## src/sv/lrc_pkg.sv

```systemverilog
// lrc_pkg: shared types, constants and codes for the lru result cache
// depends on nothing; used by every other file of the block but lrc_if

package lrc_pkg;

    localparam int ENTRIES_DEFAULT = 64;
    localparam int CAP_W           = 7;
    localparam int KEY_W           = 64;

    localparam logic [1:0] MODE_LOOKUP = 2'd0;
    localparam logic [1:0] MODE_STORE  = 2'd1;
    localparam logic [1:0] MODE_CLEAR  = 2'd2;
    localparam logic [1:0] MODE_NONE   = 2'd3;

    typedef enum logic [2:0] {
        ST_IDLE,
        ST_MATCH,
        ST_DECIDE,
        ST_EVICT,
        ST_OUT
    } lrc_state_t;

    // controller to datapath
    typedef struct packed {
        logic load;     // capture input beat
        logic match;    // register compare results
        logic promote;  // make hit slot most recent
        logic wr_hit;   // rewrite verdict of hit slot
        logic evict;    // drop the least recent entry
        logic insert;   // insert key as most recent
        logic clear;    // drop every entry
    } lrc_cmd_t;

    // datapath to controller
    typedef struct packed {
        logic [1:0] mode;
        logic       hit;
        logic       full;   // count at or above effective capacity, count > 0
    } lrc_stat_t;

endpackage

```

## src/sv/lrc_ctrl.sv

```systemverilog
// lrc_ctrl: operation sequencer for the lru result cache
// depends on lrc_pkg

module lrc_ctrl
(
    input  logic               clk,
    input  logic               rst_n,
    input  logic               in_valid,
    output logic               in_ready,
    output logic               out_valid,
    input  logic               out_ready,
    input  lrc_pkg::lrc_stat_t stat,
    output lrc_pkg::lrc_cmd_t  cmd
);
    import lrc_pkg::*;

    lrc_state_t state_reg, state_next;

    // state register
    always_ff @(posedge clk or negedge rst_n)
    begin
        if (!rst_n)
        begin
            state_reg <= ST_IDLE;
        end
        else
        begin
            state_reg <= state_next;
        end
    end

    // next state and commands
    always_comb
    begin
        state_next = state_reg;
        cmd        = '0;
        in_ready   = 1'b0;
        out_valid  = 1'b0;
        case (state_reg)
            ST_IDLE:
            begin
                in_ready = 1'b1;
                if (in_valid)
                begin
                    cmd.load   = 1'b1;
                    state_next = ST_MATCH;
                end
            end
            ST_MATCH:
            begin
                cmd.match  = 1'b1;
                state_next = ST_DECIDE;
            end
            ST_DECIDE:
            begin
                state_next = ST_OUT;
                case (stat.mode)
                    MODE_LOOKUP:
                    begin
                        cmd.promote = stat.hit;
                    end
                    MODE_STORE:
                    begin
                        if (stat.hit)
                        begin
                            cmd.promote = 1'b1;
                            cmd.wr_hit  = 1'b1;
                        end
                        else if (stat.full)
                        begin
                            cmd.evict  = 1'b1;
                            state_next = ST_EVICT;
                        end
                        else
                        begin
                            cmd.insert = 1'b1;
                        end
                    end
                    MODE_CLEAR:
                    begin
                        cmd.clear = 1'b1;
                    end
                    default:
                    begin
                    end
                endcase
            end
            ST_EVICT:
            begin
                // one eviction a cycle until below capacity
                if (stat.full)
                begin
                    cmd.evict = 1'b1;
                end
                else
                begin
                    cmd.insert = 1'b1;
                    state_next = ST_OUT;
                end
            end
            ST_OUT:
            begin
                out_valid = 1'b1;
                if (out_ready)
                begin
                    state_next = ST_IDLE;
                end
            end
            default:
            begin
                state_next = ST_IDLE;
            end
        endcase
    end

endmodule

```

## config.mk

```make
export PLATFORM = sky130hd
export DESIGN_NAME = lrc_ctrl
export DESIGN_NICKNAME = d
export VERILOG_FILES = /design/src/sv/lrc_pkg.sv /design/src/sv/lrc_ctrl.sv
export SDC_FILE = /design/constraint.sdc
export NUM_CORES = 1
export LEC_CHECK = 0
export ABC_CLOCK_PERIOD_IN_PS = 2710
export BUFFER_PORTS_ARGS = -buffer_cell sky130_fd_sc_hd__buf_2
export CAP_MARGIN = 20
export CORE_AREA = 2 2 39 41
export CTS_CLUSTER_SIZE = 12
export DETAILED_ROUTE_END_ITERATION = 12
export DIE_AREA = 0 0 41 43
export SLEW_MARGIN = 20
export SYNTH_ARGS = -nofsm -noshare
export SYNTH_HDL_FRONTEND = slang
export SYNTH_SLANG_ARGS = --single-unit
```

## constraint.sdc

```tcl
create_clock -name clk -period 2.71 [get_ports clk]
set_clock_uncertainty 0.05 [all_clocks]
set_input_delay 0.542 -clock clk [delete_from_list [all_inputs] [get_ports clk]]
set_output_delay 0.542 -clock clk [all_outputs]
set_load 0.02 [all_outputs]
```

==> key figures <==
Floorplanning
  • Die height: 43 um
  • Chip Width: 41 um
  • I/O pin total: 17
  • Die ar.: 1760 sq um
  • Row Count: 14
  • Starting density of the core: 19.0%
  • Core Region: 1380 sq um

Route
  • Routed len/inst: 10.7 um
  • Routed vias/inst: 4.82
  • Iteration-0 DRC Markers: 2
  • Via count: 289
  • Final ANT Viol Nets: 0
  • Routed WL: 643 um
  • # DRC: 0
  • TritonRoute pass-1 iters: 3

Final layout
  • Area delta synth->final: 41.9%
  • Max reg flops: 3
  • Util after Layout: 26.9%
  • Diode count: 0
  • FILL cells: 152
  • Fraction of final layout cells sized beyond drive strength 1: 52.3%
  • Nets: 53
  • Sequential cell area: 75.1 sq um
  • Area of the multi-input gates: 164 sq um

Synth
  • Adder-cell share of the synthesized area: 0%
  • YS warnings: 0
  • Top cell type's share of synthesized area: 28.6%
  • Post-synthesis sequential area ratio: 28.6%
  • Async set-or-reset flop fraction in the synthesized netlist: 100%
  • Most common cell in the netlist: dfrtp_1
  • Synth top cells by count: dfrtp_1, and3b_1, inv_1, nor3_1, nor3b_1
  • Post-synthesis instance total: 26
  • Top_reg_cell synth: dfrtp_1
  • Post-synthesis simple-gate area fraction: 46.2%
  • Post-synth EDFFs: 0
  • Largest family of logic cells by synthesized area: simple AND/OR/NAND/NOR gates
  • Synth area leaders: dfrtp_1, and3b_1, nor3b_1
  • Synth Register Bits: 3
  • Cell variety after synth: 20
  • XOR/XNOR Fraction of Synth Area: 0%
  • Synth Area per Inst: 10.1 sq um
  • Cell taking the most area after synthesis: dfrtp_1
  • Post-synthesis compound-gate area fraction: 16.2%
  • Post-synthesis cell area: 263 sq um
  • Syn_nets: 34
  • Multiplexer area fraction after synthesis: 0%

STA
  • Final setup margin: 0.627 ns
  • Setup violators final: 0
  • Worst-Margin Slew: 0.295 ns
  • Worst slew margin: 80.4%
  • Clock period minus worst slack: 2.08 ns
  • RSZ-0062 raised after global routing: false
  • Final Cycle Share: 76.9%
  • Maximum clock rate: 480 MHz
  • Total Neg Setup Slack: 0 ns
  • Max-slew violation count: 0
  • Final Hold Fails: 0

Worst setup path
  • Reg2Reg Depth: 2
  • Required @ worst endpoint: 2.12 ns
  • Arrival time at the worst endpoint: 1.49 ns
  • Critical path class: reg2out
  • Setup crit end: cmd[6]
  • Type of origin of the critical path: flip-flop
  • FF-to-FF Start: state_reg[1]
  • CP max stage delay: 0.58 ns
  • Reg-to-reg endpoint: state_reg[0]
  • Crit-path cells: or4b_4, inv_1, buf_2
  • Slowest CP cell: or4b_4
  • Worst-path fanout max: 10
  • Setup crit start: state_reg[1]
  • FF-to-FF setup slack: 1.45 ns
  • CP endpoint kind: primary output

Clock tree
  • Clk slew on worst S/H paths: 0.04 ns
  • CTS tree: yes
  • Num CTS Buffers: 3
  • CTS Hold Bufs: 0
  • CTS Root Buffer Type: clkbuf_4
  • Clk sinks: 3
  • CTS H-tree depth: 1
  • Clk_lat worst skew: 0.24 ns
  • Post-CTS setup buffers: 0
  • Clock Tree Buf Depth: 2
  • Post-CTS Resized: 0

Power
  • Peak supply drop: 0.000187 V
  • Pint: 0.188 mW
  • Switching power: 0.147 mW
  • Sequential share of power: 29.4%
  • Leak pwr: 0.202 nW
  • Pwr dens: 897 nW/um^2
  • Combinational power share: 46.6%
  • Sw Share: 43.8%
  • Clock power frac: 24.0%

Global routing
  • Initial antenna violation count: 0
  • Pin count of the biggest net entering global routing: 11
  • Overall Global Routing Usage: 8.54%
  • Vias in the first global route: 244
  • First-pass GRT wire length: 931 um
  • Grt ovf: 0

Placement
  • Worst slack, placed: 0.671 ns
  • DP HPWL: 489 um
  • GP Congestion: 0.728
  • IO buf count: 16

Hold path
  • Hold/Removal Path Class: in2async

Status
  • Status: finished clean

Run
  • Total of max-cap violations: 0
[layout by cell type, fill, tap and decap left out, drive strengths merged]
cell | netlist | layout
a211o | 1 | 1
buf | 2 | 16
a21boi | 1 | 1
nor2b | 1 | 1
or4b | 1 | 1
nand3b | 1 | 1
a21oi | 1 | 1
o211ai | 1 | 1
nand4b | 1 | 1
nor4b | 1 | 1
o32ai | 1 | 1
and3b | 2 | 2
nor3b | 3 | 3
nor3 | 2 | 2
or3b | 1 | 1
and4b | 1 | 1
clkbuf | 0 | 4
dfrtp | 3 | 3
inv | 2 | 2
[routing by layer]
metal / global-route usage, % / wire (um)
met5: 0 / 0
met4: 10.0 / 18
met3: 3.66 / 61
met2: 8.75 / 295
met1: 11.3 / 267
[worst max-delay path, delay by kind of cell, from the launching register on]
kind                   cells  cell delay, ns
buffers and inverters      2            0.21
flip-flops                 1            0.46
AND/OR/NAND/NOR            1            0.58
[how the worst min path moves through the flow]
stage	startpoint	end	slack, ns	depth (start not counted)
after global routing	rst_n	state_reg[0]	0.03	1
after global placement	rst_n	state_reg[2]	0.29	1
final	rst_n	state_reg[0]	0.04	1
after floorplan	rst_n	state_reg[0]	0.20	0
after CTS	rst_n	state_reg[0]	0.03	1
after detailed placement	rst_n	state_reg[2]	0.29	1
[stage by stage]
stage	cells	total power, mW	cell area, sq um	hold slack, ns
finish	60	0.335	373	0.0387
global route	60	0.360	373	0.0304
CTS	60	0.340	373	0.0327
detailed placement	56	0.256	347	0.288
global placement	56	0.253	347	0.288
floorplan	26	0.216	263	0.196
[power groups by stage]
stage	Combinational (mW)	Clock, mW	Sequential (mW)
after global placement	0.156	0	0.0971
final	0.156	0.0804	0.0982
after CTS	0.158	0.0844	0.0979
after floorplan	0.143	0	0.0731
after global routing	0.171	0.0880	0.100
after detailed placement	0.158	0	0.0983
[kinds of logic (layout without fill, tap and decap cells)]
| kind of cell | after synthesis | in the layout |
|---|---|---|
| AOI/OAI and AO/OA | 5 | 5 |
| buffers and inverters | 4 | 22 |
| DFF | 3 | 3 |
| and+or+nand+nor | 14 | 14 |
[final cells by class]
cell class,instances,area share [%]
flip-flops and latches,3,20.1
multi-input cells,19,44.0
inverters,2,2.01
repair buffers,16,21.5
clock buffers,4,7.05
well taps,16,5.37
(Power assumes the default switching activity.)
